$ cat src/hdl/i2p_pkg.sv
// ----------------------------------------------------------------------------
// i2p_pkg
// Shared types, constants and character helpers for the infix to postfix
// converter.
// ----------------------------------------------------------------------------
package i2p_pkg;

  localparam int unsigned StackDepthDef = 32;

  localparam logic [7:0] CharLParen = 8'h28;
  localparam logic [7:0] CharRParen = 8'h29;
  localparam logic [7:0] CharPlus   = 8'h2B;
  localparam logic [7:0] CharMinus  = 8'h2D;
  localparam logic [7:0] CharStar   = 8'h2A;
  localparam logic [7:0] CharSlash  = 8'h2F;
  localparam logic [7:0] CharNone   = 8'h00;

  typedef enum logic [1:0] {
    CLS_ALNUM,
    CLS_LPAREN,
    CLS_RPAREN,
    CLS_OP
  } char_cls_e;

  typedef enum logic [3:0] {
    ST_IDLE,
    ST_DISPATCH,
    ST_RD,
    ST_POP,
    ST_PUSH,
    ST_END,
    ST_FRD,
    ST_FPOP,
    ST_FIN
  } ctrl_state_e;

  typedef struct packed {
    char_cls_e cls;
    logic      last;
    logic      cnt_zero;
    logic      cnt_one;
    logic      top_lparen;
    logic      top_pops;
    logic      can_emit;
    logic      fin_ok;
  } dp_status_t;

  typedef struct packed {
    logic accept;
    logic emit_char;
    logic emit_top;
    logic pop;
    logic push;
    logic set_err;
    logic fin;
  } dp_cmd_t;

  function automatic logic [1:0] rank_of(input logic [7:0] c);
    logic [1:0] r;
    r = 2'd0;
    if ((c == CharPlus) || (c == CharMinus)) begin
      r = 2'd1;
    end else if ((c == CharStar) || (c == CharSlash)) begin
      r = 2'd2;
    end
    return r;
  endfunction

  function automatic char_cls_e classify(input logic [7:0] c);
    char_cls_e k;
    if (((c >= 8'h30) && (c <= 8'h39)) || ((c >= 8'h41) && (c <= 8'h5A)) ||
        ((c >= 8'h61) && (c <= 8'h7A))) begin
      k = CLS_ALNUM;
    end else if (c == CharLParen) begin
      k = CLS_LPAREN;
    end else if (c == CharRParen) begin
      k = CLS_RPAREN;
    end else begin
      k = CLS_OP;
    end
    return k;
  endfunction

endpackage

$ cat src/hdl/i2p_ctrl.sv
// ----------------------------------------------------------------------------
// i2p_ctrl
// Controller state machine: sequences dispatch, stack pops, pushes and the
// end-of-expression flush through commands to the datapath.
// ----------------------------------------------------------------------------
module i2p_ctrl (
  input  logic                clk_i,
  input  logic                rst_ni,
  input  logic                in_valid_i,
  output logic                in_stall_o,
  input  i2p_pkg::dp_status_t status_i,
  output i2p_pkg::dp_cmd_t    cmd_o
);
  import i2p_pkg::*;

  ctrl_state_e state_q, state_d;

  always_ff @(posedge clk_i or negedge rst_ni) begin
    if (!rst_ni) begin
      state_q <= ST_IDLE;
    end else begin
      state_q <= state_d;
    end
  end

  // Next state.
  always_comb begin
    state_d = state_q;
    unique case (state_q)
      ST_IDLE: begin
        if (in_valid_i) state_d = ST_DISPATCH;
      end
      ST_DISPATCH: begin
        unique case (status_i.cls)
          CLS_ALNUM:  if (status_i.can_emit) state_d = ST_END;
          CLS_LPAREN: state_d = ST_END;
          CLS_RPAREN: state_d = status_i.cnt_zero ? ST_END : ST_RD;
          CLS_OP:     state_d = status_i.cnt_zero ? ST_END : ST_RD;
          default:    state_d = ST_END;
        endcase
      end
      ST_RD: state_d = ST_POP;
      ST_POP: begin
        if (status_i.cls == CLS_RPAREN) begin
          if (status_i.top_lparen) begin
            state_d = ST_END;
          end else if (status_i.can_emit) begin
            state_d = status_i.cnt_one ? ST_END : ST_RD;
          end
        end else begin
          if (!status_i.top_pops) begin
            state_d = ST_PUSH;
          end else if (status_i.can_emit) begin
            state_d = status_i.cnt_one ? ST_PUSH : ST_RD;
          end
        end
      end
      ST_PUSH: state_d = ST_END;
      ST_END: begin
        state_d = (status_i.last && !status_i.cnt_zero) ? ST_FRD : ST_FIN;
      end
      ST_FRD: state_d = ST_FPOP;
      ST_FPOP: begin
        if (status_i.can_emit) state_d = status_i.cnt_one ? ST_FIN : ST_FRD;
      end
      ST_FIN: begin
        if (status_i.fin_ok) state_d = ST_IDLE;
      end
      default: state_d = ST_IDLE;
    endcase
  end

  // Commands.
  always_comb begin
    cmd_o = '0;
    unique case (state_q)
      ST_IDLE: cmd_o.accept = in_valid_i;
      ST_DISPATCH: begin
        unique case (status_i.cls)
          CLS_ALNUM:  cmd_o.emit_char = status_i.can_emit;
          CLS_LPAREN: cmd_o.push = 1'b1;
          CLS_RPAREN: cmd_o.set_err = status_i.cnt_zero;
          CLS_OP:     cmd_o.push = status_i.cnt_zero;
          default:    cmd_o = '0;
        endcase
      end
      ST_POP: begin
        if (status_i.cls == CLS_RPAREN) begin
          if (status_i.top_lparen) begin
            cmd_o.pop = 1'b1;
          end else if (status_i.can_emit) begin
            // The stack runs dry without a matching '('.
            cmd_o.emit_top = 1'b1;
            cmd_o.pop      = 1'b1;
            cmd_o.set_err  = status_i.cnt_one;
          end
        end else if (status_i.top_pops && status_i.can_emit) begin
          cmd_o.emit_top = 1'b1;
          cmd_o.pop      = 1'b1;
        end
      end
      ST_PUSH: cmd_o.push = 1'b1;
      ST_FPOP: begin
        cmd_o.emit_top = status_i.can_emit;
        cmd_o.pop      = status_i.can_emit;
      end
      ST_FIN: cmd_o.fin = status_i.fin_ok;
      default: cmd_o = '0;
    endcase
  end

  assign in_stall_o = (state_q != ST_IDLE);

`ifndef SYNTHESIS
  a_accept_idle: assert property (@(posedge clk_i) disable iff (!rst_ni)
    cmd_o.accept |=> (state_q == ST_DISPATCH))
    else $error("accepted transaction did not enter dispatch");

  a_pop_in_pop_state: assert property (@(posedge clk_i) disable iff (!rst_ni)
    cmd_o.pop |-> (state_q == ST_POP || state_q == ST_FPOP))
    else $error("pop issued outside a pop state");

  a_single_op: assert property (@(posedge clk_i) disable iff (!rst_ni)
    $countones({cmd_o.emit_char, cmd_o.push, cmd_o.fin, cmd_o.pop}) <= 1)
    else $error("conflicting datapath commands");
`endif

endmodule

$ cat src/hdl/i2p_dpath.sv
// ----------------------------------------------------------------------------
// i2p_dpath
// Datapath: operator stack memory, item register, error flag, a one-entry
// pending result and the output register.
// ----------------------------------------------------------------------------
module i2p_dpath #(
  parameter int unsigned STACK_DEPTH = i2p_pkg::StackDepthDef
) (
  input  logic                clk_i,
  input  logic                rst_ni,
  input  logic [7:0]          in_char_i,
  input  logic                expr_end_i,
  input  i2p_pkg::dp_cmd_t    cmd_i,
  output i2p_pkg::dp_status_t status_o,
  output logic                out_valid_o,
  input  logic                out_stall_i,
  output logic [7:0]          out_char_o,
  output logic                out_last_o,
  output logic                error_flag_o
);
  import i2p_pkg::*;

  localparam int unsigned AddrW = $clog2(STACK_DEPTH);
  localparam int unsigned CntW  = $clog2(STACK_DEPTH + 1);
  localparam logic [CntW-1:0] CntMax = CntW'(STACK_DEPTH);
  localparam logic [CntW-1:0] CntOne = CntW'(1);

  logic [7:0]      stack_mem [STACK_DEPTH];
  logic [7:0]      top_q;
  logic [CntW-1:0] cnt_q, cnt_d;
  logic            err_q, err_d;
  logic [7:0]      char_q;
  logic            last_q;
  logic            pend_valid_q, pend_valid_d;
  logic [7:0]      pend_char_q;
  logic            pend_err_q;
  logic            out_valid_q, out_valid_d;
  logic [7:0]      out_char_q;
  logic            out_last_q, out_err_q;
  logic [CntW-1:0] cnt_m1;
  logic [AddrW-1:0] rd_addr, wr_addr;
  logic            full, out_free, emit, out_load;
  logic [7:0]      emit_char;

  assign full     = (cnt_q >= CntMax);
  assign out_free = !out_valid_q || !out_stall_i;
  assign emit     = cmd_i.emit_char || cmd_i.emit_top;
  assign emit_char = cmd_i.emit_char ? char_q : top_q;
  assign cnt_m1   = cnt_q - CntOne;
  assign rd_addr  = (cnt_q == '0) ? '0 : cnt_m1[AddrW-1:0];
  assign wr_addr  = cnt_q[AddrW-1:0];

  // The stack top is read every cycle, so it is valid in the cycle after the
  // count settles.
  always_ff @(posedge clk_i) begin
    if (cmd_i.push && !full) begin
      stack_mem[wr_addr] <= char_q;
    end
    top_q <= stack_mem[rd_addr];
  end

  always_ff @(posedge clk_i) begin
    if (cmd_i.accept) begin
      char_q <= in_char_i;
      last_q <= expr_end_i;
    end
    if (emit) begin
      pend_char_q <= emit_char;
      pend_err_q  <= err_q;
    end
    if (out_load) begin
      if (cmd_i.fin && last_q) begin
        out_char_q <= pend_valid_q ? pend_char_q : CharNone;
        out_last_q <= 1'b1;
        out_err_q  <= err_q;
      end else begin
        out_char_q <= pend_char_q;
        out_last_q <= 1'b0;
        out_err_q  <= pend_err_q;
      end
    end
  end

  always_comb begin
    cnt_d = cnt_q;
    err_d = err_q;
    if (cmd_i.pop) cnt_d = cnt_m1;
    if (cmd_i.push) begin
      if (full) err_d = 1'b1;
      else      cnt_d = cnt_q + CntOne;
    end
    if (cmd_i.set_err) err_d = 1'b1;
    if (cmd_i.fin && last_q) begin
      cnt_d = '0;
      err_d = 1'b0;
    end
  end

  // A new result pushes the pending one out; the finish step releases it.
  assign out_load = (emit && pend_valid_q) ||
                    (cmd_i.fin && (last_q || pend_valid_q));

  always_comb begin
    pend_valid_d = pend_valid_q;
    if (emit)       pend_valid_d = 1'b1;
    if (cmd_i.fin)  pend_valid_d = 1'b0;
    out_valid_d = out_load ? 1'b1 : (out_valid_q && out_stall_i);
  end

  always_ff @(posedge clk_i or negedge rst_ni) begin
    if (!rst_ni) begin
      cnt_q        <= '0;
      err_q        <= 1'b0;
      pend_valid_q <= 1'b0;
      out_valid_q  <= 1'b0;
    end else begin
      cnt_q        <= cnt_d;
      err_q        <= err_d;
      pend_valid_q <= pend_valid_d;
      out_valid_q  <= out_valid_d;
    end
  end

  always_comb begin
    status_o.cls        = classify(char_q);
    status_o.last       = last_q;
    status_o.cnt_zero   = (cnt_q == '0);
    status_o.cnt_one    = (cnt_q == CntOne);
    status_o.top_lparen = (top_q == CharLParen);
    status_o.top_pops   = (rank_of(top_q) >= rank_of(char_q));
    status_o.can_emit   = !pend_valid_q || out_free;
    status_o.fin_ok     = out_free || (!last_q && !pend_valid_q);
  end

  assign out_valid_o  = out_valid_q;
  assign out_char_o   = out_char_q;
  assign out_last_o   = out_last_q;
  assign error_flag_o = out_err_q;

`ifndef SYNTHESIS
  a_cnt_bound: assert property (@(posedge clk_i) disable iff (!rst_ni)
    cnt_q <= CntMax)
    else $error("stack count beyond depth");

  a_no_overwrite: assert property (@(posedge clk_i) disable iff (!rst_ni)
    out_load |-> out_free)
    else $error("output register overwritten while stalled");

  a_end_clears: assert property (@(posedge clk_i) disable iff (!rst_ni)
    (cmd_i.fin && last_q) |=> (cnt_q == '0 && !err_q && out_last_q && out_valid_q))
    else $error("expression end did not clear state");

  a_pop_nonempty: assert property (@(posedge clk_i) disable iff (!rst_ni)
    cmd_i.pop |-> (cnt_q != '0))
    else $error("pop from an empty stack");
`endif

endmodule

$ cat src/hdl/infix_to_postfix_converter_top.sv
// ----------------------------------------------------------------------------
// infix_to_postfix_converter_top
// Shunting-yard infix to postfix converter, one character per transaction.
// ----------------------------------------------------------------------------
// Characters enter one per transaction and the block works on one character
// at a time, holding off the input until it is done. Between one accepted
// transaction and the next possible one, every character passes through the
// idle, dispatch, end and finish states; a ')' or an operator on a non-empty
// stack adds a read step and a pop step for every stack entry it examines,
// and such an operator then needs a push step of its own. An examined entry
// needs both steps because the stack is a memory with a registered read and
// the top is read again before every pop. The final character of an expression
// adds a read step and a pop step per entry still on the stack for the flush,
// and a stalled full output register adds waiting on top of that. The
// latest result is held back until the character is finished, so that the
// final result of an expression can carry out_last and the final error flag;
// an expression that yields nothing returns one character-zero result.
// error_flag is sticky within an expression and clears after its final result.
module infix_to_postfix_converter_top #(
  parameter int unsigned STACK_DEPTH = i2p_pkg::StackDepthDef
) (
  input  logic       clk_i,
  input  logic       rst_ni,
  input  logic       in_valid_i,
  output logic       in_stall_o,
  input  logic [7:0] in_char_i,
  input  logic       expr_end_i,
  output logic       out_valid_o,
  input  logic       out_stall_i,
  output logic [7:0] out_char_o,
  output logic       out_last_o,
  output logic       error_flag_o
);
  import i2p_pkg::*;

  dp_status_t status;
  dp_cmd_t    cmd;

  i2p_ctrl u_ctrl (
    .clk_i      (clk_i),
    .rst_ni     (rst_ni),
    .in_valid_i (in_valid_i),
    .in_stall_o (in_stall_o),
    .status_i   (status),
    .cmd_o      (cmd)
  );

  i2p_dpath #(
    .STACK_DEPTH (STACK_DEPTH)
  ) u_dpath (
    .clk_i        (clk_i),
    .rst_ni       (rst_ni),
    .in_char_i    (in_char_i),
    .expr_end_i   (expr_end_i),
    .cmd_i        (cmd),
    .status_o     (status),
    .out_valid_o  (out_valid_o),
    .out_stall_i  (out_stall_i),
    .out_char_o   (out_char_o),
    .out_last_o   (out_last_o),
    .error_flag_o (error_flag_o)
  );

endmodule
$ cat config.mk
export PLATFORM = sky130hd
export DESIGN_NAME = infix_to_postfix_converter_top
export DESIGN_NICKNAME = d
export VERILOG_FILES = /design/src/hdl/i2p_pkg.sv /design/src/hdl/i2p_ctrl.sv /design/src/hdl/i2p_dpath.sv /design/src/hdl/infix_to_postfix_converter_top.sv
export SDC_FILE = /design/constraint.sdc
export NUM_CORES = 1
export LEC_CHECK = 0
export ABC_AREA = 0
export BUFFER_PORTS_ARGS = -buffer_cell sky130_fd_sc_hd__clkbuf_2
export CAP_MARGIN = 20
export CORE_MARGIN = 3
export CORE_UTILIZATION = 60
export CTS_BUF_LIST = sky130_fd_sc_hd__clkbuf_16
export CTS_CLUSTER_SIZE = 30
export DETAILED_ROUTE_END_ITERATION = 10
export PLACE_DENSITY = 0.83
export SLEW_MARGIN = 15
export SYNTH_ARGS = -nofsm -noshare
export SYNTH_HDL_FRONTEND = slang
export SYNTH_SLANG_ARGS = --single-unit
$ cat constraint.sdc
create_clock -name clk_i -period 4.7 [get_ports clk_i]
set_clock_uncertainty 0.2 [all_clocks]
set_input_delay 0.705 -clock clk_i [delete_from_list [all_inputs] [get_ports clk_i]]
set_output_delay 0.705 -clock clk_i [all_outputs]
set_load 0.02 [all_outputs]
==> results of run 1 <==
-- worst max-delay path, cell delays in order, from the launching register on --
cell	delay [ns]
dfrtp_1	0.43
inv_1	0.15
ha_1	0.23
nor2b_1	0.30
a21o_4	0.72
buf_4	0.52
mux4_2	0.54
nor2b_1	0.15
a211oi_1	0.27
a31oi_1	0.12
-- kinds of logic after synthesis --
group           after synthesis  share of synthesized area, %
buf+inv                      60                          1.98
flops                       305                          71.3
xor+xnor                      7                         0.485
compound gates              177                          8.68
fa+ha+maj                     7                         0.693
simple gates                349                          12.2
mux                          37                          4.63
-- flip-flops by register name, summed over array words and instances, names as in the netlist --
register / cells
u_dpath.pend_err_q: 1
u_dpath.error_flag_o: 1
u_dpath.out_last_o: 1
u_dpath.cnt_q: 6
u_dpath.top_q: 8
u_dpath.err_q: 1
u_dpath.char_q: 8
u_dpath.pend_char_q: 8
u_ctrl.state_q: 4
u_dpath.stack_mem: 256
u_dpath.out_valid_o: 1
u_dpath.pend_valid_q: 1
u_dpath.last_q: 1
u_dpath.out_char_o: 8
-- power by group --
group	leakage, nW	switching, mW	total (mW)	internal [mW]
sequential	2.78	0.217	3.50	3.28
clock	0.497	0.993	2.31	1.32
combinational	1.57	2.42	3.64	1.21
-- what timing repair did --
item,4_1_cts,5_1_grt
endpoints found under the setup margin,0,0
hold buffers,1,0
endpoints found under the hold margin,13,0
-- layout by cell type (no fill, tap or decap), drive strengths merged, types with 3 or more instances in the layout --
cell    synthesis  layout
bufinv          0       3
dfxtp           8       8
buf            11      22
mux2i          15      15
xor2            3       3
nor4            3       3
nor2           56      56
edfxtp        284     284
nand2b          6       6
o21ai          28      28
mux2            6       6
mux4           16      16
dfrtp          13      13
a31oi          39      39
o22ai           9       9
and2            6       6
nor3           17      17
and3           17      17
xnor2           4       4
inv             7      16
o211ai          4       4
clkinv          0      13
clkbuf         42      54
a21oi          47      47
ha              7       7
nand2         194     194
nor2b          14      14
a211oi         12      12
a22oi          15      15
a21boi          7       7
nand3          21      21
-- metrics by stage --
stage	instance area [µm²]	utilization, %	cells
2_1_floorplan	12600	-	942
3_3_place_gp	13100	63.8	1204
3_5_place_dp	13100	63.8	1204
4_1_cts	14000	68.5	1261
5_1_grt	14100	68.6	1262
6_report	14100	68.6	1262
-- path summary, 6_finish.rpt --
| check | start | endpoint | slack (ns) | cells after the start |
|---|---|---|---|---|
| worst min register to register | u_dpath.err_q$_DFFE_PN0P_ | u_dpath.pend_err_q$_DFFE_PP_ | 0.28 | 0 |
| max in group asynchronous | rst_ni | u_dpath.err_q$_DFFE_PN0P_ | 3.60 | 2 |
| min in group asynchronous | rst_ni | u_ctrl.state_q[0]$_DFFE_PN0P_ | 0.41 | 2 |
| worst min-delay path | expr_end_i | u_dpath.last_q$_DFFE_PP_ | 0.13 | 1 |
| worst max register to register | u_dpath.cnt_q[1]$_DFF_PN0_ | u_dpath.top_q[6]$_DFF_P_ | 0.90 | 9 |
| worst max-delay path | u_dpath.cnt_q[1]$_DFF_PN0_ | u_dpath.top_q[6]$_DFF_P_ | 0.90 | 9 |
-- final cells by class --
type                            count  area, µm²
Fill cell                        1358       6440
Clock buffer                       30        751
Inverter                            7       26.3
Multi-Input combinational cell    577       3410
Tap cell                          270        338
Sequential cell                   305       9010
Timing Repair Buffer               47        308
Clock inverter                     26        210
-- metal layers --
layer  GRT usage [%]  vias to the layer above  wire (µm)
li1                -                     3587          -
met1            35.9                     3897      11300
met4            9.84                        0       1190
met5               0                        -          0
met2            42.7                      507      14400
met3            4.82                       91       2840
==> flow_summary.json, run 1 <==
{
  "hold_ws_ns": 0.126,
  "ys.flop_type": "edfxtp_1",
  "diodes": 0,
  "netlist_instances": 942,
  "leakage_nw": 4.85,
  "syn-num-nets": 962,
  "grt_max_degree": 84,
  "path_clk_slew_ns": 0.06,
  "setup_tns_ns": 0,
  "start_kind": "register",
  "grt_overflow": 0,
  "synth_cell_types": 57,
  "arrival_ns": 4.03,
  "worstSkewPairLatency_ns": 0.57,
  "tritoncts": "built",
  "post-cts-setup-buffers": 0,
  "post_drt_wl_per_cell_um": 23.5,
  "outcome": "finished clean",
  "wirelength_mm": 29.7,
  "powerDensity_mw_per_mm2": 673,
  "min_path_type": "in2reg",
  "worst_pin_slew_ns": 0.993,
  "first_pass_iters": 6,
  "slew_violations": 0,
  "clockBufferDepth": 3,
  "root_buffer": "clkbuf_16",
  "numCtsBuffers": 30,
  "ir_worst_vdd_uv": 425,
  "io_pins": 25,
  "rsz0062_at_grt": "false",
  "grtUsageTotal_pct": 26.3,
  "synth-edff-count": 284,
  "worst_slack_ns": 0.898,
  "grt_pass1_vias": 7827,
  "ant_nets": 0,
  "dieArea_mm2": 0.0228,
  "ys_async_sr_fraction_pct": 4.26,
  "die_height_um": 151,
  "synth_top_area_share_pct": 67.5,
  "hpwl_mm": 17.9,
  "io_buffers": 24,
  "cts_sinks": 305,
  "dieWidth_um": 151,
  "finalNetCount": 988,
  "setup_violations": 0,
  "row_count": 52,
  "place.gp.congestion": 0.944,
  "drive_above_1_share_pct": 11.2,
  "num_vias": 8082,
  "fin_crit_ns": 3.80,
  "h-tree-depth": 1,
  "slew_headroom_pct": 33.6,
  "synthToLayoutAreaGrowth_pct": 11.2,
  "synthTopCellsByCount": "edfxtp_1, nand2_1, nor2_1",
  "crit_path_max_fanout": 69,
  "max_freq_mhz": 263,
  "finalPower_mw": 9.45,
  "synth_top_area_cell": "edfxtp_1",
  "maxCapViolCount": 0,
  "worstPathRequired_ns": 4.93,
  "drt_iter0_markers": 1150,
  "grt_first_pass_wirelength_mm": 44.9,
  "fin_crit_sh_pct": 80.9,
  "seq_area_frac_synth_pct": 71.3,
  "start_util_pct": 61.7,
  "synth.area.top_cells": "edfxtp_1, nand2_1, dfrtp_1",
  "crit_path_end_kind": "register",
  "synth_area_per_cell_um2": 13.4,
  "vias_per_cell": 6.40,
  "grt_antenna_before_repair": 0,
  "synth.cell_area_mm2": 0.0126,
  "drc": 0,
  "post-synth-top-count-cell": "edfxtp_1",
  "crit_type": "reg2reg",
  "finalHoldViolCount": 0,
  "ys_seq_elements": 305,
  "place_ws_ns": 0.803,
  "ctsResizeCount": 0,
  "core_mm2": 0.0205,
  "ys.warnings.count": 0
}
No activity file was read; power rests on OpenSTA's default activity.
==> run 2: changes to the inputs <==
==> constraint.sdc (replaced) <==
create_clock -name clk_i -period 3.8 [get_ports clk_i]
set_clock_uncertainty 0.2 [all_clocks]
set_input_delay 0.57 -clock clk_i [delete_from_list [all_inputs] [get_ports clk_i]]
set_output_delay 0.57 -clock clk_i [all_outputs]
set_load 0.02 [all_outputs]
==> run 2 against run 1 <==
Via count grew 2.4%. Largest cell class unchanged. Combinational power grew 29%. Critical endpoint is now u_dpath.top_q[4]$_DFF_P_. First-iteration DRC count shrank 2.0%. Critical path type unchanged.
==> flow_summary.json, run 2 (synthesis gave the netlist of run 1 again) <==
{
  "outcome": "finished clean",
  "grt_antenna_before_repair": 0,
  "tritoncts": "built",
  "die_height_um": 151,
  "worstSkewPairLatency_ns": 0.56,
  "slew_violations": 0,
  "core_mm2": 0.0205,
  "worst_pin_slew_ns": 0.863,
  "maxCapViolCount": 0,
  "finalNetCount": 1032,
  "ctsResizeCount": 0,
  "rr_endpoint": "u_dpath.top_q[4]$_DFF_P_",
  "grtUsageTotal_pct": 26.6,
  "path_clk_slew_ns": 0.06,
  "final_cell_mix": "edfxtp_1, nand2_1, buf_4, nor2_1, a21oi_1",
  "reg2regPathDepth": 9,
  "drc": 0,
  "place.gp.congestion": 0.911,
  "critPathMaxStageDelay_ns": 0.62,
  "dieArea_mm2": 0.0228,
  "worst_slack_ns": 0.265,
  "worstPathRequired_ns": 4.02,
  "place_ws_ns": 0.317,
  "ir_worst_vdd_uv": 533,
  "synthToLayoutAreaGrowth_pct": 13.5,
  "row_count": 52,
  "io_buffers": 24,
  "crit_path_max_fanout": 61,
  "io_pins": 25,
  "crit_type": "reg2reg",
  "start_kind": "register",
  "hpwl_mm": 18.8,
  "powerDensity_mw_per_mm2": 812,
  "largest-register": "u_dpath.stack_mem",
  "dieWidth_um": 151,
  "grt_max_degree": 62,
  "vias_per_cell": 6.34,
  "wirelength_mm": 30.0,
  "crit_slowest_cell": "buf_4",
  "hold_end": "u_dpath.char_q[2]$_DFFE_PP_",
  "fin_crit_sh_pct": 93.0,
  "min_path_type": "in2reg",
  "crit_path_end_kind": "register",
  "num_vias": 8275,
  "diodes": 0,
  "grt_overflow": 0,
  "r2r-start": "u_dpath.cnt_q[1]$_DFF_PN0_",
  "worstPathCellList": "inv_1 > ha_1 > nor2b_1 > a21o_4 > buf_4 > mux4_2 > a211oi_1 > and3_1 > a31oi_1",
  "h-tree-depth": 1,
  "arrival_ns": 3.76,
  "drt_iter0_markers": 1127,
  "max_freq_mhz": 283,
  "clockBufferDepth": 3,
  "start_util_pct": 61.7,
  "largest_reg_flops": 256,
  "setup_violations": 0,
  "slew_headroom_pct": 42.5,
  "numCtsBuffers": 29,
  "cts_sinks": 305,
  "grt_pass1_vias": 8079,
  "ant_nets": 0,
  "root_buffer": "clkbuf_16",
  "first_pass_iters": 7,
  "finalHoldViolCount": 0,
  "rsz0062_at_grt": "false",
  "hold_path_startpoint": "in_char_i[2]",
  "setup_tns_ns": 0,
  "grt_first_pass_wirelength_mm": 45.5,
  "hold_path_depth": 1,
  "fin_crit_ns": 3.54,
  "leakage_nw": 5.06,
  "post_drt_wl_per_cell_um": 23.0,
  "mostFrequentLayoutCell": "edfxtp_1",
  "drive_above_1_share_pct": 14.7,
  "rrSetupSlack_ns": 0.26
}
run 2: changes by cell type in the layout (fill, tap and decap cells not counted), moves of 2 or more:
cell           before  now
buf_4              21   58
bufinv_16           3    1
clkinv_1            9    4
clkinv_2            3    7
dlygate4sd3_1       1    8
run 2: cell type report:
type	instances	area, µm²
Inverter	7	26.3
Multi-Input combinational cell	577	3410
Clock inverter	25	159
Clock buffer	29	726
Tap cell	270	338
Timing Repair Buffer	92	676
Sequential cell	305	9010
Fill cell	1319	6150
run 2: worst max-delay path by stage:
stage | cells after the start | start | to
after floorplan | 10 | u_dpath.char_q[3]$_DFFE_PP_ | u_dpath.error_flag_o$_DFFE_PP_
after global routing | 10 | u_dpath.cnt_q[1]$_DFF_PN0_ | u_dpath.top_q[6]$_DFF_P_
after detailed placement | 11 | u_dpath.char_q[4]$_DFFE_PP_ | u_dpath.out_char_o[4]$_DFFE_PP_
final | 9 | u_dpath.cnt_q[1]$_DFF_PN0_ | u_dpath.top_q[4]$_DFF_P_
after CTS | 9 | u_dpath.cnt_q[1]$_DFF_PN0_ | u_dpath.top_q[4]$_DFF_P_
after global placement | 11 | u_dpath.char_q[4]$_DFFE_PP_ | u_dpath.out_char_o[4]$_DFFE_PP_
run 2: what timing repair did:
item,4_1_cts,5_1_grt
hold endpoints to repair,20,0
hold buffers,8,0
setup buffers,0,0
run 2: power by group:
part / leakage, nW / switching (mW) / internal (mW) / total [mW]
registers: 2.78 / 0.249 / 4.06 / 4.31
clock network: 0.472 / 1.20 / 1.46 / 2.66
logic: 1.81 / 3.06 / 1.62 / 4.68
run 2: per-layer routing:
| metal | vias to the layer above | GRT usage (%) | wire, µm |
|---|---|---|---|
| li1 | 3665 | - | - |
| met1 | 3966 | 36.4 | 11200 |
| met2 | 538 | 41.6 | 14000 |
| met3 | 106 | 6.16 | 3450 |
| met4 | 0 | 11.7 | 1370 |
| met5 | - | 0 | 0 |
run 2: worst max-delay path, delay by kind of cell (launching register included):
family / cells / cell delay (ns)
AOI/OAI and AO/OA: 3 / 0.54
adders and majority gates: 1 / 0.26
buffers and inverters: 2 / 0.79
DFF: 1 / 0.43
muxes: 1 / 0.61
and+or+nand+nor: 2 / 0.56
run 2: stage by stage:
| stage | power (mW) | hold WS, ns | area, µm² | util, % | cells |
|---|---|---|---|---|---|
| finish | 11.6 | 0.00832 | 14300 | 70.0 | 1305 |
| global route | 12.2 | 0.000348 | 14300 | 70.0 | 1305 |
| CTS | 11.6 | 0.00414 | 14300 | 70.0 | 1305 |
| detailed placement | 8.91 | 0.299 | 13400 | 65.3 | 1243 |
| global placement | 8.81 | 0.287 | 13400 | 65.3 | 1243 |
| floorplan | 7.40 | 0.0744 | 12600 | - | 942 |
